File: src/design/raar_divider.sv
// Restoring divider producing one quotient bit per cycle.
`default_nettype none
module raar_divider #(
   parameter int unsigned WIDTH = 32
) (
   input  wire logic             clock,
   input  wire logic             reset,
   input  wire logic             start,
   input  wire logic [WIDTH-1:0] dividend,
   input  wire logic [WIDTH-1:0] divisor,
   output      logic             done,
   output      logic [WIDTH-1:0] quotient
);

   localparam int unsigned CntBits = $clog2(WIDTH + 1);

   logic [WIDTH-1:0]   quo_ff, quo_in;
   logic [WIDTH-1:0]   rem_ff, rem_in;
   logic [WIDTH-1:0]   dsr_ff, dsr_in;
   logic [CntBits-1:0] cnt_ff, cnt_in;
   logic               busy_ff, busy_in;
   logic               done_ff, done_in;
   logic [WIDTH:0]     trial;

   always_comb begin
      quo_in  = quo_ff;
      rem_in  = rem_ff;
      dsr_in  = dsr_ff;
      cnt_in  = cnt_ff;
      busy_in = busy_ff;
      done_in = 1'b0;
      trial   = {rem_ff, quo_ff[WIDTH-1]} - {1'b0, dsr_ff};
      if (start) begin
         quo_in  = dividend;
         rem_in  = '0;
         dsr_in  = divisor;
         cnt_in  = CntBits'(WIDTH);
         busy_in = 1'b1;
      end else if (busy_ff) begin
         // Shift one dividend bit into the remainder and try a subtraction.
         if (!trial[WIDTH]) begin
            rem_in = trial[WIDTH-1:0];
            quo_in = {quo_ff[WIDTH-2:0], 1'b1};
         end else begin
            rem_in = {rem_ff[WIDTH-2:0], quo_ff[WIDTH-1]};
            quo_in = {quo_ff[WIDTH-2:0], 1'b0};
         end
         cnt_in = cnt_ff - 1'b1;
         if (cnt_ff == CntBits'(1)) begin
            busy_in = 1'b0;
            done_in = 1'b1;
         end
      end
   end

   always_ff @(posedge clock) begin
      if (reset) begin
         busy_ff <= 1'b0;
         done_ff <= 1'b0;
         cnt_ff  <= '0;
      end else begin
         busy_ff <= busy_in;
         done_ff <= done_in;
         cnt_ff  <= cnt_in;
      end
      quo_ff <= quo_in;
      rem_ff <= rem_in;
      dsr_ff <= dsr_in;
   end

   assign done     = done_ff;
   assign quotient = quo_ff;

endmodule
`default_nettype wire

File: config.mk
export PLATFORM = sky130hd
export DESIGN_NAME = raar_divider
export DESIGN_NICKNAME = d
export VERILOG_FILES = /design/src/design/raar_divider.sv
export SDC_FILE = /design/constraint.sdc
export NUM_CORES = 1
export LEC_CHECK = 0
export ABC_AREA = 0
export BUFFER_PORTS_ARGS = -buffer_cell sky130_fd_sc_hd__buf_2
export CELL_PAD_IN_SITES_DETAIL_PLACEMENT = 0
export CELL_PAD_IN_SITES_GLOBAL_PLACEMENT = 1
export CORE_MARGIN = 1.5
export CORE_UTILIZATION = 44
export DETAILED_ROUTE_END_ITERATION = 16
export PLACE_DENSITY = 0.87
export SLEW_MARGIN = 25
export SYNTH_ARGS = -nofsm -noshare
export SYNTH_HDL_FRONTEND = slang
export SYNTH_SLANG_ARGS = --single-unit
File: constraint.sdc
create_clock -name clock -period 3.2 [get_ports clock]
set_input_delay 0.64 -clock clock [delete_from_list [all_inputs] [get_ports clock]]
set_output_delay 0.64 -clock clock [all_outputs]
set_load 0.005 [all_outputs]
==> flow_summary.yaml, run 1 <==
cells_and_area:
  syn2layout_area_growth_pct: 17.62
  final_util: 0.5268
  antenna_cells: 0
  layout.area.seq_um2: 2723
  layout.nets: 787
  drive_gt1_frac: 0.2594
  n_fill_cell: 1138
  final_cells: 866
  multi_input_area_um2: 2923
worst_setup_path:
  reg2reg_from: "quotient[31]"
  cp-start-kind: "flip-flop"
  cp_slowest_cell: "fa_1"
  endpoint_kind: "flip-flop"
  r2r_end: "rem_ff[15]"
  critPathMaxStageDelay_ns: 0.39
  path_max_fanout: 8
  cp.arrival_ns: 3.28
  r2r_cells: 13
  path_cells: "inv_1 -> ha_1 -> fa_1 -> nand2b_1 -> a21oi_2 -> o21ai_1 -> nand2_2 -> a311oi_4 -> o31a_4 -> xnor2_4 -> buf_4 -> o211ai_1 -> a311oi_1"
  critPathKind: "reg2reg"
  r2r_setup_slack_ns: 0.18
  worstPathRequired_ns: 3.46
sta:
  min_period_ns: 3.017
  clock_skew_ns: 0.01064
  finalSetupTns_ns: 0
  fin_ws_ns: 0.1828
  max_freq_ghz: 0.3314
  drv_slew: 0
  hold_violations: 0
  tightest_slew_ns: 0.5592
  min_period_over_period: 0.9429
  setup_violations: 0
  slew_headroom: 0.6272
  rsz0062_at_grt: "no"
cts:
  clk_path_buf_depth: 2
  cts_sinks: 104
  tritoncts: "yes"
  clk_latency_ns: 0.36
  htree_levels: 3
  clockRootBuffer: "clkbuf_16"
  cts_hold_buffers: 0
  numCtsBuffers: 9
  clkTransAtPathRegs_ns: 0.08
synth:
  synth_warnings: 0
  synth-compound-area-share: 0.1720
  yosysTopAreaCell: "edfxtp_1"
  synth-edff-count: 64
  ys_types: 64
  synth_cells: 588
  muxShareOfSynthArea: 0.06290
  syn_nets: 690
  synthArstFlopShare: 0
  synth-simple-area-share: 0.1281
  seq_area_frac_synth: 0.4608
  synth_xor_area_frac: 0.05040
  synth_area_um2: 5908
  ys_seq_elements: 104
  syn_area_per_cell_um2: 10.05
  synth_adder_area_share: 0.07539
  synthTopCellsByArea: "edfxtp_1 33%, dfxtp_1 14%, ha_1 7.2%, mux2_2 6.1%, nand2_1 4.8%"
  synth_top_area_frac: 0.3253
  synth_top_family_by_area: "compound AO/OA/AOI/OAI gates"
  synthFlopType: "edfxtp_1"
floorplan:
  die_area_um2: 14130
  io_pins: 100
  rows: 42
  core_um2: 13190
  die_x_um: 118.9
  start_util: 0.4479
  die_h_um: 118.9
routing:
  drt_pass1_iterations: 4
  drtIter0Drc: 272
  ant_nets: 0
  wl_per_cell_um: 14.81
  viasPerCell: 5.349
  route.vias.total: 4632
  routed_wl_um: 12830
  remaining_drc_errors: 0
grt:
  grt_pass1_wl_um: 21250
  track_usage: 0.1866
  antenna_found_initial: 0
  grt_max_degree: 63
  grt_overflow: 0
  grt_pass1_vias: 4456
placed_design:
  port_buffers: 99
  dp_cells: 848
  gp_congestion: 0.9185
  hpwl_um: 9340
  place_ws_ns: 0.1261
pwr:
  p_total_mw: 3.794
  power.density_nw_per_um2: 546.0
  peakVddDrop_mv: 0.3787
  leakage_nw: 2.975
min_path:
  hp-class: "in2reg"
  worstHoldStart: "divisor[23]"
  hold_depth: 1
  holdPathEnd: "dsr_ff[23]"
status:
  status: "finished clean"
job:
  drv_cap: 0
placed cells by master, fill, tap and decap left out, types with 3 or more instances in the layout:
master,n
o41ai_1,3
a21o_1,13
xor2_1,12
ha_1,33
a311oi_2,3
a221oi_1,3
mux2_2,32
xnor2_1,17
inv_8,3
dfxtp_1,40
o31ai_1,4
o211ai_1,4
nand4_1,4
inv_1,46
o21ai_0,9
a311oi_1,19
nand2_1,76
edfxtp_1,64
nand3_1,8
buf_4,9
and3_1,3
nor2_1,61
nand2b_1,6
buf_6,4
a21oi_1,38
a211oi_1,8
nor2b_1,3
nor3_1,5
buf_2,98
a31oi_1,3
o21ai_1,4
or2_2,3
clkbuf_16,9
logic make-up after synthesis:
| logic type | after synthesis |
|---|---|
| AND/OR/NAND/NOR | 177 |
| AO/OA/AOI/OAI | 136 |
| flip-flops | 104 |
| buffers and inverters | 72 |
| adder cells (fa/ha/maj) | 35 |
| multiplexers | 33 |
| XOR/XNOR | 31 |
registers in the layout, indices dropped and copies added, names as in the netlist:
register / count
cnt_ff: 6
quotient: 32
rem_ff: 32
done: 1
busy_ff: 1
dsr_ff: 32
area by class of cell:
| type | instances | share of cell area |
|---|---|---|
| clock buffers | 9 | 0.03241 |
| repair buffers | 112 | 0.08967 |
| well taps | 176 | 0.03169 |
| clock inverters | 7 | 0.009003 |
| inverters | 46 | 0.02485 |
| multi-input cells | 412 | 0.4206 |
| flip-flops and latches | 104 | 0.3918 |
report_power, final:
part / total, mW / internal [mW] / switching, mW / leakage, nW
combinational: 1.07 / 0.468 / 0.598 / 1.87
clock: 1.08 / 0.546 / 0.534 / 0.139
sequential: 1.65 / 1.56 / 0.0836 / 0.965
per-stage QoR:
stage	cell area, µm²	hold slack [ns]
floorplan	5908	0.4568
global placement	6596	0.4720
detailed placement	6596	0.4907
CTS	6884	0.4382
global route	6949	0.4397
finish	6949	0.4520
worst max-delay path by stage:
stage                 startpoint          to  slack [ns]  cells after the start
global placement      dsr_ff[13]  rem_ff[18]        0.20                     12
finish              quotient[31]  rem_ff[15]        0.18                     13
CTS                 quotient[31]  rem_ff[15]        0.11                     13
global route        quotient[31]   rem_ff[2]       0.003                     13
floorplan           quotient[31]  rem_ff[31]        0.41                     12
detailed placement  quotient[31]   rem_ff[4]        0.13                     13
layer usage:
layer | vias to the layer above | routed length, µm | track usage
met3 | 27 | 692 | 0.04550
met5 | - | 0 | 0
li1 | 2323 | - | -
met2 | 122 | 5842 | 0.2965
met4 | 0 | 273 | 0.06702
met1 | 2160 | 6019 | 0.2488
cell usage after synthesis, types with 13 or more instances:
library cell / n
nand2_1: 76
edfxtp_1: 64
nor2_1: 61
inv_1: 46
dfxtp_1: 40
a21oi_1: 39
ha_1: 34
mux2_2: 32
a311oi_1: 21
xnor2_1: 17
clkbuf_1: 15
a21o_1: 13
critical path, delay by kind of cell (launching register included):
| family | cells | cell delay (ns) |
|---|---|---|
| buffers and inverters | 2 | 0.25 |
| XOR/XNOR | 1 | 0.20 |
| AO/OA/AOI/OAI | 6 | 1.19 |
| flip-flops | 1 | 0.35 |
| adder cells (fa/ha/maj) | 2 | 0.61 |
| AND/OR/NAND/NOR | 2 | 0.32 |
repair_timing:
action	4_1_cts	5_1_grt
endpoints found under the setup margin	0	31
gates resized for setup	0	10
buffers inserted	0	2
No activity file was read; power rests on OpenSTA's default activity.
==> inputs of run 2 (changes only) <==
--- a/config.mk
+++ b/config.mk
@@ -5,14 +5,14 @@
 export SDC_FILE = /design/constraint.sdc
 export NUM_CORES = 1
 export LEC_CHECK = 0
-export ABC_AREA = 0
+export ABC_AREA = 1
 export BUFFER_PORTS_ARGS = -buffer_cell sky130_fd_sc_hd__buf_2
 export CELL_PAD_IN_SITES_DETAIL_PLACEMENT = 0
 export CELL_PAD_IN_SITES_GLOBAL_PLACEMENT = 1
 export CORE_MARGIN = 1.5
-export CORE_UTILIZATION = 44
+export CORE_UTILIZATION = 41
 export DETAILED_ROUTE_END_ITERATION = 16
-export PLACE_DENSITY = 0.87
+export PLACE_DENSITY = 0.86
 export SLEW_MARGIN = 25
 export SYNTH_ARGS = -nofsm -noshare
 export SYNTH_HDL_FRONTEND = slang
==> flow_summary.yaml, run 2 <==
status:
  status: "finished clean"
pwr:
  power.density_nw_per_um2: 387.2
  leakage_nw: 4.418
  peakVddDrop_mv: 0.2907
worst_setup_path:
  crit_start: "quotient[31]"
  endpoint_kind: "flip-flop"
  critPathKind: "reg2reg"
  critical-path-top-delay-family: "simple AND/OR/NAND/NOR gates"
  cp.arrival_ns: 2.92
  critPathMaxStageDelay_ns: 0.42
  cp_num_buf_inv: 3
  cp_slowest_cell: "fa_1"
  crit_top_cell: "nand2_1"
  cp-start-kind: "flip-flop"
  worstPathRequired_ns: 3.46
  reg2reg_from: "quotient[31]"
  path_cells: "inv_1 -> ha_1 -> fa_1 -> inv_1 -> nand2_1 -> nand2_1 -> nand3_2 -> nand2_2 -> nand2_1 -> nand2_2 -> nand2_2 -> nand2_1 -> nand2_1 -> nand2_2 -> buf_12 -> nand2_1 -> nand3_1 -> nand2_1"
  path_max_fanout: 17
sta:
  slew_headroom: 0.3655
  finalSetupTns_ns: 0
  clock_skew_ns: 0.01728
  min_period_over_period: 0.8338
  max_freq_ghz: 0.3748
  min_period_ns: 2.668
  tightest_slew_ns: 0.9507
  hold_violations: 0
  drv_slew: 0
  setup_violations: 0
  holdWs_ns: 0.4467
  rsz0062_at_grt: "no"
routing:
  drt_pass1_iterations: 4
  drtIter0Drc: 261
  ant_nets: 0
  route.vias.total: 6087
  remaining_drc_errors: 0
  viasPerCell: 4.486
  routed_wl_um: 16800
  wl_per_cell_um: 12.38
cts:
  clkTransAtPathRegs_ns: 0.08
  cts.repair.resized: 0
  cts_sinks: 104
  post_cts_buffers: 0
  htree_levels: 3
  clk_latency_ns: 0.37
  clockRootBuffer: "clkbuf_16"
  numCtsBuffers: 9
  cts_hold_buffers: 0
  tritoncts: "yes"
  clk_path_buf_depth: 2
synth:
  seq_area_frac_synth: 0.3901
  synth-compound-area-share: 0.02725
  syn_nets: 1138
  synth_adder_area_share: 0.06382
  synth-simple-area-share: 0.3698
  synthFlopType: "edfxtp_1"
  synth_cells: 1036
  syn_area_per_cell_um2: 6.737
  synth_warnings: 0
  synth_area_um2: 6979
  yosysTopAreaCell: "edfxtp_1"
  synth-edff-count: 64
  yosysMostFrequentCell: "nand2_1"
  synthArstFlopShare: 0
  synth_top_family_by_area: "simple AND/OR/NAND/NOR gates"
  synthTopCellsByArea: "edfxtp_1 28%, nand2_1 25%, dfxtp_1 11%, inv_1 11%, ha_1 6.1%"
  synth_xor_area_frac: 0.01882
  muxShareOfSynthArea: 0
  synth_common_cells: "460 x nand2_1, 205 x inv_1, 64 x edfxtp_1"
  ys_types: 36
  synth_top_area_frac: 0.2754
  ys_seq_elements: 104
cells_and_area:
  antenna_cells: 0
  multi_input_area_um2: 3353
  final_cells: 1357
  final_common_cell: "nand2_1"
  syn2layout_area_growth_pct: 14.88
  final_area_um2: 8018
  layout.nets: 1234
  drive_gt1_frac: 0.1460
  n_fill_cell: 1758
  layout.area.seq_um2: 2723
  final_cell_mix: "460 x nand2_1, 205 x inv_1, 99 x buf_2"
min_path:
  hp-class: "in2reg"
  worstHoldStart: "divisor[30]"
grt:
  grt_overflow: 0
  grt_pass1_vias: 5938
  grt_max_degree: 54
  track_usage: 0.1988
  antenna_found_initial: 0
  grt_pass1_wl_um: 28280
floorplan:
  die_area_um2: 17810
  rows: 47
  io_pins: 100
  core_um2: 16580
  die_x_um: 133.5
  start_util: 0.4209
  die_h_um: 133.5
job:
  drv_cap: 0
placed_design:
  port_buffers: 99
  dp_cells: 1341
  hpwl_um: 12930
  gp_congestion: 0.9193
  dpl_cell_area_um2: 7709
-- run 2: cell types whose count changed after synthesis, sizes merged, moves of 11 or more --
| cell | before | now |
|---|---|---|
| mux2 | 33 | 0 |
| a21oi | 40 | 22 |
| a311oi | 23 | 0 |
| nand3 | 8 | 57 |
| nor2 | 61 | 50 |
| inv | 46 | 211 |
| a21o | 13 | 1 |
| nand2 | 77 | 479 |
-- run 2: report_power, final --
group / total [mW] / switching (mW) / internal [mW]
logic: 0.412 / 0.256 / 0.155
clock network: 1.13 / 0.573 / 0.561
registers: 1.56 / 0.0405 / 1.52
total: 3.10 / 0.870 / 2.23
-- run 2: logic make-up after synthesis --
| logic type | count (synthesis) |
|---|---|
| AOI/OAI and AO/OA | 34 |
| xor gates and xnor gates | 15 |
| adders and majority gates | 35 |
| buffers and inverters | 231 |
| DFF | 104 |
| and+or+nand+nor | 617 |
-- run 2: metrics by stage --
stage               total power [mW]  utilization  setup slack [ns]
floorplan                      1.835            -            0.9255
global placement               1.999       0.4648            0.6775
detailed placement             2.002       0.4648            0.5466
CTS                            3.148       0.4835            0.5269
global route                   3.263       0.4835            0.2474
finish                         3.105       0.4835            0.5317
-- run 2: area by class of cell --
class	count	share of cell area
inverters	211	0.09878
repair buffers	105	0.07054
well taps	220	0.03433
multi-input cells	701	0.4182
flip-flops and latches	104	0.3396
clock buffers	9	0.02809
clock inverters	7	0.01046
-- run 2: worst register-to-register path, stage by stage (launching register included) --
cell,delay [ns]
edfxtp_1,0.36
inv_1,0.06
ha_1,0.22
fa_1,0.42
inv_1,0.10
nand2_1,0.05
nand2_1,0.08
nand3_2,0.07
nand2_2,0.10
nand2_1,0.07
nand2_2,0.08
nand2_2,0.06
nand2_1,0.09
nand2_1,0.07
nand2_2,0.32
buf_12,0.21
nand2_1,0.07
nand3_1,0.08
nand2_1,0.06
-- run 2: path summary, 6_finish.rpt --
check | to | slack (ns) | cells past startpoint
worst max-delay path | rem_ff[10] | 0.53 | 18
worst min-delay path | dsr_ff[30] | 0.45 | 1
worst max register to register | rem_ff[10] | 0.53 | 18
worst min register to register | rem_ff[21] | 0.47 | 2
-- run 2: metal layers --
layer  vias up  global-route usage  wire length [µm]
met5         -                   0                 0
met1      2633              0.2588              8227
met4         0             0.05978               269
met3        17             0.04224               682
met2       108              0.3322              7617
li1       3329                   -                 -
==> inputs of run 3 (changes only) <==
==> constraint.sdc (replaced) <==
create_clock -name clock -period 2.7 [get_ports clock]
set_input_delay 0.54 -clock clock [delete_from_list [all_inputs] [get_ports clock]]
set_output_delay 0.54 -clock clock [all_outputs]
set_load 0.005 [all_outputs]
==> flow_summary.yaml, run 3 (synthesized netlist as in run 2, its figures left out) <==
status:
  status: "finished clean"
grt:
  antenna_found_initial: 0
  grt_pass1_wl_um: 28690
  grt_max_degree: 54
  grt_pass1_vias: 5959
  grt_overflow: 0
  track_usage: 0.2014
placed_design:
  place_ws_ns: 0.2165
  gp_congestion: 0.8949
  dpl_cell_area_um2: 7724
  port_buffers: 99
  hpwl_um: 12860
cts:
  post_cts_buffers: 0
  cts_hold_buffers: 0
  tritoncts: "yes"
  clkTransAtPathRegs_ns: 0.08
  clockRootBuffer: "clkbuf_16"
  clk_latency_ns: 0.36
  numCtsBuffers: 9
  cts.repair.resized: 0
  htree_levels: 3
  cts_sinks: 104
  clk_path_buf_depth: 2
sta:
  tightest_slew_ns: 0.4766
  min_period_ns: 2.358
  max_freq_ghz: 0.4240
  drv_slew: 0
  finalSetupTns_ns: 0
  min_period_over_period: 0.8734
  fin_ws_ns: 0.3417
  rsz0062_at_grt: "no"
  hold_violations: 0
  clock_skew_ns: 0.01570
  setup_violations: 0
  slew_headroom: 0.6799
routing:
  wl_per_cell_um: 12.69
  routed_wl_um: 17270
  viasPerCell: 4.532
  drtIter0Drc: 333
  remaining_drc_errors: 0
  drt_pass1_iterations: 4
  route.vias.total: 6163
  ant_nets: 0
floorplan:
  die_area_um2: 17810
  die_h_um: 133.5
  rows: 47
  start_util: 0.4209
  die_x_um: 133.5
  io_pins: 100
  core_um2: 16580
worst_setup_path:
  critPathKind: "reg2reg"
  endpoint_kind: "flip-flop"
  worstPathRequired_ns: 2.81
  path_max_fanout: 17
  cp.arrival_ns: 2.47
  cp-start-kind: "flip-flop"
cells_and_area:
  drive_gt1_frac: 0.1491
  final_util: 0.4873
  final_common_cell: "nand2_1"
  n_fill_cell: 1750
  final_cell_mix: "460 x nand2_1, 205 x inv_1, 99 x buf_2"
  layout.nets: 1237
  antenna_cells: 0
  final_area_um2: 8082
  syn2layout_area_growth_pct: 15.79
pwr:
  power.density_nw_per_um2: 467.9
  leakage_nw: 4.453
  peakVddDrop_mv: 0.3626
job:
  drv_cap: 0
min_path:
  hp-class: "in2reg"
run 3: final cells by class:
type | count | area, µm² | share of cell area
multi-input cells | 701 | 3356 | 0.4152
repair buffers | 108 | 613.1 | 0.07586
well taps | 220 | 275.3 | 0.03406
inverters | 211 | 792.0 | 0.09800
flip-flops and latches | 104 | 2723 | 0.3369
clock inverters | 7 | 97.59 | 0.01208
clock buffers | 9 | 225.2 | 0.02787
run 3: per-layer routing:
metal	vias to the layer above	part of all wire	wire length (µm)	track usage
met5	-	0	0	0
met4	0	0.015	267	0.05435
met3	17	0.052	895	0.04376
met2	140	0.47	8073	0.3345
met1	2688	0.46	8028	0.2660
li1	3318	-	-	-
run 3: worst paths after layout:
kind                      from     endpoint  slack, ns  cells past startpoint
setup / recovery  quotient[31]  quotient[0]       0.34                     16
hold / removal     divisor[22]   dsr_ff[22]       0.34                      1
setup reg to reg  quotient[31]  quotient[0]       0.34                     16
hold reg to reg     rem_ff[17]   rem_ff[17]       0.47                      2
run 3: through the flow:
stage                     instances  hold WS (ns)  power [mW]
after floorplan                1036        0.4487       2.174
after global placement         1343        0.4627       2.377
after detailed placement       1343        0.4630       2.376
after CTS                      1359        0.3337       3.828
after global routing           1360        0.3318       3.968
final                          1360        0.3435       3.781
run 3: power by group:
part           internal [mW]  switching [mW]  total (mW)
registers               1.80          0.0474        1.85
clock network          0.753           0.689        1.44
logic                  0.187           0.306       0.492
run 3: critical path: stages, from the launching register on:
cell and delay, ns:
edfxtp_1 0.35, inv_1 0.06, ha_1 0.22, fa_2 0.36, inv_1 0.08, nand2_1 0.05
nand2_1 0.08, nand3_2 0.07, nand2_2 0.10, nand2_1 0.07, nand2_2 0.08, nand2_2 0.06
nand2_1 0.09, nand2_1 0.07, nand2_2 0.11, buf_12 0.18, o21ai_0 0.09
